`config.mk`:
```
export PLATFORM = sky130hd
export DESIGN_NAME = sisa_useq
export DESIGN_NICKNAME = d
export VERILOG_FILES = /design/src/rtl/sisa_pkg.sv /design/src/rtl/sisa_useq.sv
export SDC_FILE = /design/constraint.sdc
export NUM_CORES = 1
export LEC_CHECK = 0
export ABC_AREA = 0
export BUFFER_PORTS_ARGS = -buffer_cell sky130_fd_sc_hd__buf_2
export CORE_MARGIN = 2
export CORE_UTILIZATION = 25
export CTS_CLUSTER_SIZE = 30
export DETAILED_ROUTE_END_ITERATION = 16
export PLACE_DENSITY_LB_ADDON = 0.12
export SLEW_MARGIN = 30
export SYNTH_ARGS = -nofsm -noshare
export SYNTH_HDL_FRONTEND = slang
export SYNTH_SLANG_ARGS = --single-unit
```
`constraint.sdc`:
```
create_clock -name clk_i -period 4 [get_ports clk_i]
set_input_delay 0.8 -clock clk_i [delete_from_list [all_inputs] [get_ports clk_i]]
set_output_delay 0.8 -clock clk_i [all_outputs]
set_load 0.01 [all_outputs]
```
`src/rtl/sisa_pkg.sv`:
```
// Shared constants, types and the microcode program of the sampled inverse suffix array.
package sisa_pkg;

  // Table geometry.
  localparam int unsigned MAX_ENTRIES = 4096;
  localparam int unsigned VALUE_BITS  = 12;
  localparam int unsigned ADDR_BITS   = $clog2(MAX_ENTRIES);

  // Field and register widths.
  localparam int unsigned KIND_BITS    = 2;
  localparam int unsigned POS_BITS     = 12;
  localparam int unsigned RATE_BITS    = 9;
  localparam int unsigned COUNT_BITS   = 13;
  localparam int unsigned CFG_IDX_BITS = 2;
  localparam int unsigned CNT_BITS     = RATE_BITS;
  localparam int unsigned DIV_STEPS    = POS_BITS;
  localparam int unsigned PC_BITS      = 4;

  // Register reset values.
  localparam logic [RATE_BITS-1:0]  RATE_RESET  = RATE_BITS'(32);
  localparam logic [COUNT_BITS-1:0] COUNT_RESET = COUNT_BITS'(4096);

  // Configuration register indexes.
  localparam logic [CFG_IDX_BITS-1:0] CFG_SAMPLING_RATE = 2'd0;
  localparam logic [CFG_IDX_BITS-1:0] CFG_ENTRY_COUNT   = 2'd1;

  // Request kinds.
  localparam logic [KIND_BITS-1:0] KIND_SUFFIX = 2'd0;
  localparam logic [KIND_BITS-1:0] KIND_NEXT   = 2'd1;
  localparam logic [KIND_BITS-1:0] KIND_QUERY  = 2'd2;
  localparam logic [KIND_BITS-1:0] KIND_UNUSED = 2'd3;

  // Datapath operations, one per control word.
  typedef enum logic [3:0] {
    OP_NOP      = 4'd0,
    OP_ACCEPT   = 4'd1,
    OP_RES_OOR  = 4'd2,
    OP_DIV_STEP = 4'd3,
    OP_SAMP_WR  = 4'd4,
    OP_NEXT_WR  = 4'd5,
    OP_SAMP_RD  = 4'd6,
    OP_RES_SAMP = 4'd7,
    OP_WALK_S   = 4'd8,
    OP_WALK_N   = 4'd9,
    OP_RES_NEXT = 4'd10,
    OP_EMIT     = 4'd11
  } dp_op_e;

  // Jump conditions.
  typedef enum logic [3:0] {
    C_NEVER       = 4'd0,
    C_ALWAYS      = 4'd1,
    C_NO_INPUT    = 4'd2,
    C_KIND_NEXT   = 4'd3,
    C_KIND_UNUSED = 4'd4,
    C_OUT_RANGE   = 4'd5,
    C_DIV_MORE    = 4'd6,
    C_KIND_QUERY  = 4'd7,
    C_WALK_ZERO   = 4'd8,
    C_WALK_MORE   = 4'd9,
    C_OUT_BUSY    = 4'd10
  } cond_e;

  typedef struct packed {
    dp_op_e               op;
    cond_e                cond;
    logic [PC_BITS-1:0]   target;
  } ctrl_word_t;

  // Flags from the datapath that the sequencer branches on.
  typedef struct packed {
    logic in_valid;
    logic kind_next;
    logic kind_unused;
    logic kind_query;
    logic out_range;
    logic div_more;
    logic walk_zero;
    logic walk_more;
    logic out_busy;
  } status_t;

  // Program labels.
  localparam logic [PC_BITS-1:0] L_IDLE = 4'd0;
  localparam logic [PC_BITS-1:0] L_DIV  = 4'd4;
  localparam logic [PC_BITS-1:0] L_NXT  = 4'd7;
  localparam logic [PC_BITS-1:0] L_QRY  = 4'd8;
  localparam logic [PC_BITS-1:0] L_WALK = 4'd11;
  localparam logic [PC_BITS-1:0] L_EMIT = 4'd13;

  // The microcode program. A word jumps to its target when its condition
  // holds and otherwise falls through to the next address.
  function automatic ctrl_word_t ucode_rom(input logic [PC_BITS-1:0] addr);
    ctrl_word_t w;
    unique case (addr)
      4'd0:  w = '{OP_ACCEPT,   C_NO_INPUT,    L_IDLE};
      4'd1:  w = '{OP_NOP,      C_KIND_NEXT,   L_NXT};
      4'd2:  w = '{OP_NOP,      C_KIND_UNUSED, L_IDLE};
      4'd3:  w = '{OP_RES_OOR,  C_OUT_RANGE,   L_EMIT};
      4'd4:  w = '{OP_DIV_STEP, C_DIV_MORE,    L_DIV};
      4'd5:  w = '{OP_NOP,      C_KIND_QUERY,  L_QRY};
      4'd6:  w = '{OP_SAMP_WR,  C_ALWAYS,      L_IDLE};
      4'd7:  w = '{OP_NEXT_WR,  C_ALWAYS,      L_IDLE};
      4'd8:  w = '{OP_SAMP_RD,  C_NEVER,       L_IDLE};
      4'd9:  w = '{OP_RES_SAMP, C_WALK_ZERO,   L_EMIT};
      4'd10: w = '{OP_WALK_S,   C_NEVER,       L_IDLE};
      4'd11: w = '{OP_WALK_N,   C_WALK_MORE,   L_WALK};
      4'd12: w = '{OP_RES_NEXT, C_NEVER,       L_IDLE};
      4'd13: w = '{OP_EMIT,     C_OUT_BUSY,    L_EMIT};
      4'd14: w = '{OP_NOP,      C_ALWAYS,      L_IDLE};
      4'd15: w = '{OP_NOP,      C_ALWAYS,      L_IDLE};
    endcase
    return w;
  endfunction

endpackage

```
`src/rtl/sisa_useq.sv`:
```
// Microcode sequencer: step counter, control store and conditional jumps.
module sisa_useq (
  input  logic              clk_i,
  input  logic              rst_ni,
  input  sisa_pkg::status_t status_i,
  output sisa_pkg::dp_op_e  op_o
);
  import sisa_pkg::*;

  logic [PC_BITS-1:0] pc_q, pc_d;
  ctrl_word_t         word;
  logic               take;

  assign word = ucode_rom(pc_q);
  assign op_o = word.op;

  // Evaluate the jump condition of the current word.
  always_comb begin
    unique case (word.cond)
      C_NEVER:       take = 1'b0;
      C_ALWAYS:      take = 1'b1;
      C_NO_INPUT:    take = !status_i.in_valid;
      C_KIND_NEXT:   take = status_i.kind_next;
      C_KIND_UNUSED: take = status_i.kind_unused;
      C_OUT_RANGE:   take = status_i.out_range;
      C_DIV_MORE:    take = status_i.div_more;
      C_KIND_QUERY:  take = status_i.kind_query;
      C_WALK_ZERO:   take = status_i.walk_zero;
      C_WALK_MORE:   take = status_i.walk_more;
      C_OUT_BUSY:    take = status_i.out_busy;
      default:       take = 1'b0;
    endcase
  end

  assign pc_d = take ? word.target : pc_q + 1'b1;

  // Step counter.
  always_ff @(posedge clk_i or negedge rst_ni) begin
    if (!rst_ni) begin
      pc_q <= L_IDLE;
    end else begin
      pc_q <= pc_d;
    end
  end

endmodule

```
# After elaboration in Yosys (flattened, before gate mapping)
# Memory sizes are Yosys's and may differ from the RTL's.
# Index checks and enable logic that the tools add are counted.
totals:
  register_bits: 4
  mem_bits_ro: 192
  output_inout_bits: 4
  elab_cells: 16
  n_memories: 1
mem_list:
  columns: ["name", "depth", "width", "read_ports", "rd_clocked_by_memory_dff", "wr", "line", "source"]
  rows:
  - ["(no name shown)", 16, 12, 1, 0, 0, "sisa_pkg.sv:95", "unique case (addr)"]
classes:
  add_sub_neg: 1
  eq_ne: 10
  n_mux: 2
  reduce_logical: 1
op_table:
  columns: ["operator", "n"]
  rows:
  - ["== test 4 x 3 -> 1 bit, second input constant", 4]
  - ["== test 4 bit, second input constant", 3]
  - ["one-hot mux 1 bit (10 select lines)", 1]
  - ["== test 4 x 2 -> 1 bit, second input constant", 2]
  - ["adder 4 x 1 -> 4 bit, second input constant", 1]
  - ["== test 4 x 1 -> 1 bit, second input constant", 1]
  - ["2-to-1 mux 4 bit", 1]
  - ["logical NOT 1 bit", 1]

# Logic depth before layout (Yosys ltp)
# Gate-level depths: netlist of run 1.
# An unclocked memory read counts as a cell.
logic_depth:
  word_depth: 4
  ltp_mapped: 8
  mapped_depth_nobuf: 7

# Least setup slack after synthesis of run 1
# OpenSTA, ideal clock, no wires.
synth_path:
  path_kind: "register -> register"
  start: "register pc_q[1]"
  end: "register pc_q[0]"
  setup_time_ns: 0.125
  arrival_time_ns: 2.051
  t_required_ns: 3.875
  path_slack_ns: 1.824
  path_stages_with_launch: 8
  n_path_buf: 0
  period_less_slack_ns: 2.176
  cell_sequence: "dfrtp_1 > inv_1 > ha_1 > mux2i_1 > nor2_1 > o311a_1 > nor3_4 > mux2_4"
synth_via:
  elab_chain_cells: 4
  word_cells_on_any_way: 13
synth_rtl:
  columns: ["element", "line", "source"]
  rows:
  - ["start, declared", "sisa_useq.sv:10", "logic [PC_BITS-1:0] pc_q, pc_d;"]
  - ["start signal, assigned", "sisa_useq.sv:42", "pc_q <= pc_d;"]
  - ["memory (16 x 12 bit) *", null, null]
  - ["== test 4 bit, or another cell as far along", "sisa_useq.sv:19", "unique case (word.cond)"]
  - ["one-hot mux 1 bit (10 select lines)", "sisa_useq.sv:19", null]
  - ["2-to-1 mux 4 bit *", "sisa_useq.sv:35", "assign pc_d = take ? word.target : pc_q + 1'b1;"]
# Every way passes the cells marked *; elsewhere a longest branch is shown, timed or not.

# Final worst setup path of run 1
layout_path:
  start: "register pc_q[1]"
  end: "output port op_o[0]"
layout_via:
  elab_chain_cells: 1
layout_rtl:
  columns: ["element", "line", "source"]
  rows:
  - ["memory (16 x 12 bit)", null, null]
  - ["end, declared", "sisa_useq.sv:6", "output sisa_pkg::dp_op_e op_o"]
# Every way passes these cells.

==> Implementation_results.wiki, run 1 <==
{| class="wikitable"
! Metric !! Value
|-
| Result of the run || finished clean
|-
| Data required time at the worst endpoint || 3.20 ns
|-
| Largest registers in the final layout || pc_q: 4 flops
|-
| Buffers inserted during post-CTS setup optimization || 0
|-
| Synth Flop Type || dfrtp_1
|-
| End-of-flow core utilization || 32.3%
|-
| Wirelength, routed || 1200 µm
|-
| Setup repair after global routing missed its margin || false
|-
| Synthesized area per cell || 9.13 µm²
|-
| Number of flip-flops and latches in the synthesized netlist || 4
|-
| Met3 Use GR || 1.52%
|-
| Placed Area || 618 µm²
|-
| Final cell count without fillers || 100
|-
| Average wire length per cell after detail routing || 12.0 µm
|-
| Final-report max-slew violation count || 0
|-
| Global route hottest layer || met2
|-
| Number of flops mapped to enable cells by yosys || 0
|-
| Adder-Cell Fraction of Synth Area || around 17%
|-
| Dominant combinational cell family by area after synthesis || simple AND/OR/NAND/NOR gates
|-
| Chip Height || 50.0 µm
|-
| Depth of the CTS H-tree || 1
|-
| Simple-gate portion of the synthesized area || about 20%
|-
| Multiplexer share of the synthesized area || between 15 and 20%
|-
| Vias || 481
|-
| Cell taking the most area after synthesis || dfrtp_1
|-
| Slowest Stage Delay on Critical Path || 0.48 ns
|-
| Number of endpoints failing setup at the final stage || 0
|-
| Hold WS || approximately 0.36 ns
|-
| Most instantiated library cell after synthesis || ha_1
|-
| Number of buffers between clock root and the deepest sink || 2
|-
| Antenna Violating Nets Remaining || 0
|-
| Clock root buffer master || clkbuf_4
|-
| Async set-reset flop share out of synthesis || 100%
|-
| Sequential-to-total area share from yosys stat || 18.9%
|-
| Die Span X || between 50 and 60 µm
|-
| Flip-flop count of the largest register, all copies and words added || 4
|-
| Leakage dissipation || 0.311 nW
|-
| Initial detailed-routing violation count || 10
|-
| Cells along the critical path || inv_1 > ha_1 > inv_1 > mux4_2 > buf_2
|-
| HPWL Detailed || around 970 µm
|-
| Fmax achieved || between 300 and 400 MHz
|-
| Worst Setup Slack post-DPL || 1.49 ns
|-
| Standard cell with the maximum stage delay on the critical path || dfrtp_1
|-
| Total of hold buffers inserted after clock tree synthesis || 0
|-
| Sum Neg Setup Slack || 0 ns
|-
| Most used standard cells in the synthesized netlist || ha_1, inv_1, nand2_1
|-
| Post-synthesis compound-gate area fraction || 19.4%
|-
| Xor-xnor portion of the synthesized cell area || 1.65%
|-
| Post-cts sizing count || 0
|-
| Initial core utilization || around a quarter
|-
| Most used cell, CP || inv_1
|-
| Clk Latency, worst-skew pair || 0.24 ns
|-
| Placed cell count || 97
|-
| Final critical path time including I/O delays and setup || about 2.6 ns
|-
| Initial antenna violation count || 0
|-
| Gate count after technology mapping || 58
|-
| Routability Congestion || 0.714
|-
| Arr. time, crit path || 1.81 ns
|-
| Clock-pin slew reported for the worst setup and hold paths after clock tree synthesis || 0.04 ns
|-
| Via count of the first global-routing pass || 462
|-
| Number of design rule violations left after detail routing || 0
|-
| Number of diodes || 0
|-
| Full die area || ~2500 µm²
|-
| Largest net degree at the start of global routing || 13
|-
| Maximum ir drop on the vdd rail || 0.298 mV
|-
| Max-cap violation count || 0
|-
| Count of boundary I/O pins || 15
|-
| Pin slew with the least headroom to its limit || 0.384 ns
|-
| Share of the clock period used by the worst path after layout || 65.4%
|-
| Design Power || 600 µW
|-
| Met2 demand-to-capacity share in global routing || 17.8%
|-
| Number of input and output port buffers inserted || 14
|-
| Area share of the largest cell type after synthesis || 18.9%
|-
| Critical path class || register to output pin
|-
| Grt ovf || 0
|-
| Global routing met1 resource utilization || 13.5%
|-
| Total routing usage reported by global routing || 10.8%
|-
| Area growth from synthesis to final layout || 21.0%
|-
| Power density over the cells || around 940 nW/µm²
|-
| Final hold violations || 0
|-
| CTS Buf Count || 3
|-
| First-pass GRT wire length || about 2100 µm
|-
| Rows || 16
|-
| Final Skew || 0.00506 ns
|-
| Area of the placeable core || 1980 µm²
|-
| Synth unique cells || 31
|-
| # nets final || 93
|-
| Detailed-route vias per instance || around 4.8
|-
| Post-synthesis cell area || 529 µm²
|-
| Net count after synthesis || 76
|-
| Synth Warn # || 0
|-
| Worst-path maximum fanout || 9
|-
| Post-route cell area || about 640 µm²
|-
| Share of final-layout standard cells stronger than drive strength 1 || between 30 and 40%
|-
| TritonCTS clock tree || built
|-
| Clock tree sinks || 4
|-
| Number of detailed-routing iterations run before antenna repair || 4
|-
| Kind of path behind the tightest hold check || primary input to async pin
|-
| Largest register by flop count || pc_q
|-
| Worst-case headroom to the max-slew limit || 74.4%
|-
| Filler cell count || 206
|-
| Critical path endpoint category || output pin
|-
| Cells taking the most area after synthesis || dfrtp_1, ha_1, mux2i_1, inv_1, mux4_2
|-
| Crit path launch type || register
|-
| Setup WS post-layout || 1.39 ns
|}
[power breakdown]
part           switching (mW)  internal, mW
sequential             0.0529        0.0633
clock                  0.0167        0.0336
combinational           0.216         0.218
total                   0.285         0.315
[worst max-delay path: cells and delay by family, from the launching register on]
family	cells	cell delay, ns
buffers and inverters	3	0.35
DFF	1	0.48
adders and majority gates	1	0.30
muxes	1	0.44
[path summary, 6_finish.rpt]
path,to,depth (start not counted),start,slack (ns)
worst max-delay path,op_o[0],5,pc_q[1]$_DFF_PN0_,1.39
worst min-delay path,pc_q[3]$_DFF_PN0_,1,rst_ni,0.36
worst max register to register,pc_q[0]$_DFFE_PN0P_,7,pc_q[2]$_DFF_PN0_,1.47
worst min register to register,pc_q[0]$_DFFE_PN0P_,2,pc_q[0]$_DFFE_PN0P_,0.78
max in group asynchronous,pc_q[2]$_DFF_PN0_,1,rst_ni,3.51
min in group clk_i,pc_q[0]$_DFFE_PN0P_,2,pc_q[0]$_DFFE_PN0P_,0.78
[cell families (layout without fill, tap and decap cells)]
group | after synthesis | after routing
AO/OA/AOI/OAI | 14 | 14
XOR/XNOR | 1 | 1
adder cells (fa/ha/maj) | 7 | 7
buffers and inverters | 8 | 23
flip-flops | 4 | 4
multiplexers | 7 | 7
AND/OR/NAND/NOR | 17 | 17
[placed cells by master, fill, tap and decap left out, drive strengths merged]
cell    count
clkbuf      3
a221oi      1
and4b       1
o21a        1
o211ai      2
o311a       1
nand2       5
mux2        2
and2        2
mux2i       4
o21ai       1
a22oi       1
nor3        1
nor2b       2
a21oi       4
o211a       1
nand3       1
buf        14
mux4        1
nor2        3
ha          7
inv         6
dfrtp       4
xnor2       1
or3         2
a41oi       1
a31oi       1
[per-layer routing]
layer / routed length (µm) / part of all wire, %
met5: 0 / 0
met4: 12 / 1.0
met3: 63 / 5.2
met2: 584 / 49
met1: 544 / 45
[layout make-up]
cell class,count,area [µm²],share of cell area [%]
timing repair buffer,14,70.1,10.9
clock buffer,3,22.5,3.52
tap,27,33.8,5.27
multi-input combinational,46,392,61.1
inverter,6,22.5,3.52
sequential,4,100,15.6
(Power assumes the default switching activity.)
==> run 2: changes to the inputs <==
--- a/config.mk
+++ b/config.mk
@@ -5,7 +5,7 @@
 export SDC_FILE = /design/constraint.sdc
 export NUM_CORES = 1
 export LEC_CHECK = 0
-export ABC_AREA = 0
+export ABC_AREA = 1
 export BUFFER_PORTS_ARGS = -buffer_cell sky130_fd_sc_hd__buf_2
 export CORE_MARGIN = 2
 export CORE_UTILIZATION = 25
==> constraint.sdc (replaced) <==
create_clock -name clk_i -period 2.3 [get_ports clk_i]
set_input_delay 0.46 -clock clk_i [delete_from_list [all_inputs] [get_ports clk_i]]
set_output_delay 0.46 -clock clk_i [all_outputs]
set_load 0.01 [all_outputs]
==> run 2 against run 1 <==
Effect of this change:
- final cell count grew 44%
- total power grew 110%
- combinational power grew 130%
- first-iteration DRC count shrank 60%
- sequential cell count is the same
- largest power group unchanged
==> Implementation_results.wiki, run 2 <==
{| class="wikitable"
! Metric !! Value
|-
| Result of the run || finished clean
|-
| Initial detailed-routing violation count || 4
|-
| Gate count after technology mapping || between 90 and 100
|-
| Critical path class || register to output pin
|-
| Sequential-to-total area share from yosys stat || ~14%
|-
| Wirelength, routed || 1520 µm
|-
| Number of detailed-routing iterations run before antenna repair || 4
|-
| Grt ovf || 0
|-
| Synth Flop Type || dfrtp_1
|-
| Antenna Violating Nets Remaining || 0
|-
| Total of hold buffers inserted after clock tree synthesis || 0
|-
| Synth Warn # || 0
|-
| Largest net degree at the start of global routing || 12
|-
| Largest registers in the final layout || pc_q: 4 flops
|-
| Crit path launch type || register
|-
| Post-synthesis cell area || 698 µm²
|-
| Share of final-layout standard cells stronger than drive strength 1 || 36.3%
|-
| Number of endpoints failing setup at the final stage || 0
|-
| Combinational cell fraction of total power || 78.5%
|-
| Average wire length per cell after detail routing || 10.5 µm
|-
| Most used standard cells in the synthesized netlist || nand2_1, inv_1, nand2_2, nand3_1
|-
| Initial antenna violation count || 0
|-
| Fmax achieved || 475 MHz
|-
| Largest register by flop count || pc_q
|-
| Number of flip-flops and latches in the synthesized netlist || 4
|-
| Flop2flop setup slack || 0.42 ns
|-
| Area of the placeable core || 2710 µm²
|-
| Kind of path behind the tightest hold check || primary input to async pin
|-
| Area growth from synthesis to final layout || 12.7%
|-
| Worst Setup Slack post-DPL || 0.355 ns
|-
| Share of the clock period used by the worst path after layout || between 90% and 100%
|-
| Switching power as a share of total power || 58.3%
|-
| Part of the power in the clock network || 6.8%
|-
| Area share of the largest cell type after synthesis || 17.2%
|-
| Flip-flop count of the largest register, all copies and words added || 4
|-
| Pin slew with the least headroom to its limit || 0.431 ns
|-
| Max-cap violation count || 0
|-
| Highest-count cells in the layout ignoring fill and taps || nand2_1, buf_2, inv_1, nand2_2, nand3_1
|-
| Power density over the cells || between 1500 and 2000 nW/µm²
|-
| Delay-heaviest family, CP || flip-flops
|-
| TritonCTS clock tree || built
|-
| Rows || 19
|-
| Setup WS post-layout || 0.196 ns
|-
| Synth unique cells || 22
|-
| Maximum ir drop on the vdd rail || 0.600 mV
|-
| Clock tree sinks || 4
|-
| Design Power || approximately 1.3 mW
|-
| Async set-reset flop share out of synthesis || 100%
|-
| Number of design rule violations left after detail routing || 0
|-
| Detailed-route vias per instance || 4.40
|-
| Via count of the first global-routing pass || 628
|-
| Net count after synthesis || 117
|-
| Standard cell with the maximum stage delay on the critical path || dfrtp_1
|-
| Leading cell type in the layout, fill and taps excluded || nand2_1
|-
| Number of flops mapped to enable cells by yosys || 0
|-
| Seq pwr share || 14.7%
|-
| Most used cell, CP || o21ai_0
|-
| Arr. time, crit path || 1.64 ns
|-
| Cells taking the most area after synthesis || nand2_1, dfrtp_1, ha_1, nand2_2, nand3_1
|-
| Total routing usage reported by global routing || 10.7%
|-
| Synthesized area per cell || 7.05 µm²
|-
| Power spent charging and discharging nets || 738 µW
|-
| Worst-path maximum fanout || 5
|-
| Sum Neg Setup Slack || 0 ns
|-
| Initial core utilization || 25.8%
|-
| Number of input and output port buffers inserted || 14
|-
| Routability Congestion || 0.815
|-
| Data required time at the worst endpoint || approximately 1.8 ns
|-
| Vias || 633
|-
| Final Skew || 0.00176 ns
|-
| Clk Latency, worst-skew pair || 0.23 ns
|-
| # nets final || 133
|-
| Depth of the CTS H-tree || 1
|-
| First-pass GRT wire length || ~2700 µm
|-
| Clock-pin slew reported for the worst setup and hold paths after clock tree synthesis || 0.04 ns
|-
| Worst-case headroom to the max-slew limit || slightly above 70%
|-
| Global route hottest layer || met2
|-
| Most instantiated library cell after synthesis || nand2_1
|-
| Final-report max-slew violation count || 0
|-
| Met2 demand-to-capacity share in global routing || between 10% and 20%
|-
| CTS Buf Count || 3
|-
| Met3 Use GR || 2.07%
|-
| Count of boundary I/O pins || 15
|-
| Cell taking the most area after synthesis || nand2_1
|-
| Cells along the critical path || inv_1 > ha_1 > nand2_1 > o21ai_0 > o21ai_0 > buf_2
|-
| Full die area || 3230 µm²
|-
| Leakage dissipation || 0.445 nW
|-
| Slowest Stage Delay on Critical Path || between 0.4 and 0.5 ns
|-
| Critical path endpoint category || output pin
|-
| Number of buffers between clock root and the deepest sink || 2
|-
| Internal power of the cells || 528 µW
|-
| Chip Height || 56.8 µm
|-
| Count of buffer and inverter cells on the critical path || 2
|-
| Setup repair after global routing missed its margin || false
|-
| Final hold violations || 0
|-
| Die Span X || 56.8 µm
|-
| HPWL Detailed || 1290 µm
|-
| Final critical path time including I/O delays and setup || 2.10 ns
|-
| Global routing met1 resource utilization || 15.2%
|-
| Clock root buffer master || clkbuf_4
|-
| Number of diodes || 0
|}
==> run 2: what timing repair did <==
action,CTS,global route
resized for setup,0,1
endpoints found under the setup margin,0,1
buffers inserted,0,0
==> run 2: layout make-up <==
cell class,instances,area [µm²]
inverters,13,61.3
clock buffers,3,22.5
multi-input cells,79,494
flip-flops and latches,4,100
fillers,310,1920
repair buffers,14,70.1
well taps,31,38.8
==> run 2: logic make-up after synthesis <==
logic type,synth area share [%]
XOR/XNOR,1.25
AO/OA/AOI/OAI,9.68
buffers and inverters,14.9
AND/OR/NAND/NOR,47.3
adder cells (fa/ha/maj),12.5
flip-flops,14.3
==> run 2: per-layer routing <==
layer / vias to the layer above / wire length, µm / part of all wire, %
met2: 5 / 711 / 47
met3: 0 / 25 / 1.6
met1: 280 / 781 / 51
met5: - / 0 / 0
met4: 0 / 0 / 0
li1: 348 / - / -
==> run 2: path summary, 6_finish.rpt <==
kind                                      from                   to  cells past startpoint
min reg2reg                pc_q[0]$_DFFE_PN0P_  pc_q[0]$_DFFE_PN0P_                      4
max                        pc_q[0]$_DFFE_PN0P_              op_o[0]                      6
min                                     rst_ni    pc_q[1]$_DFF_PN0_                      1
min in group clk_i                 status_i[3]    pc_q[3]$_DFF_PN0_                      6
max reg2reg                  pc_q[1]$_DFF_PN0_    pc_q[1]$_DFF_PN0_                     12
max in group asynchronous               rst_ni    pc_q[3]$_DFF_PN0_                      1
==> run 2: per-stage QoR <==
step | std cells | util (%) | area (µm²) | hold slack [ns]
5_1_grt | 144 | 29.0 | 787 | 0.0142
6_report | 144 | 29.0 | 787 | 0.0251
4_1_cts | 144 | 29.0 | 787 | 0.0192
3_3_place_gp | 141 | 28.2 | 764 | 0.269
3_5_place_dp | 141 | 28.2 | 764 | 0.272
2_1_floorplan | 99 | - | 698 | 0.164
==> run 2: power by group through the flow <==
stage	Clock, mW	Combinational (mW)	Sequential (mW)
floorplan	0	0.889	0.137
global placement	0	1.04	0.189
detailed placement	0	0.998	0.187
CTS	0.0915	1.01	0.185
global route	0.0988	1.14	0.199
finish	0.0862	0.993	0.186
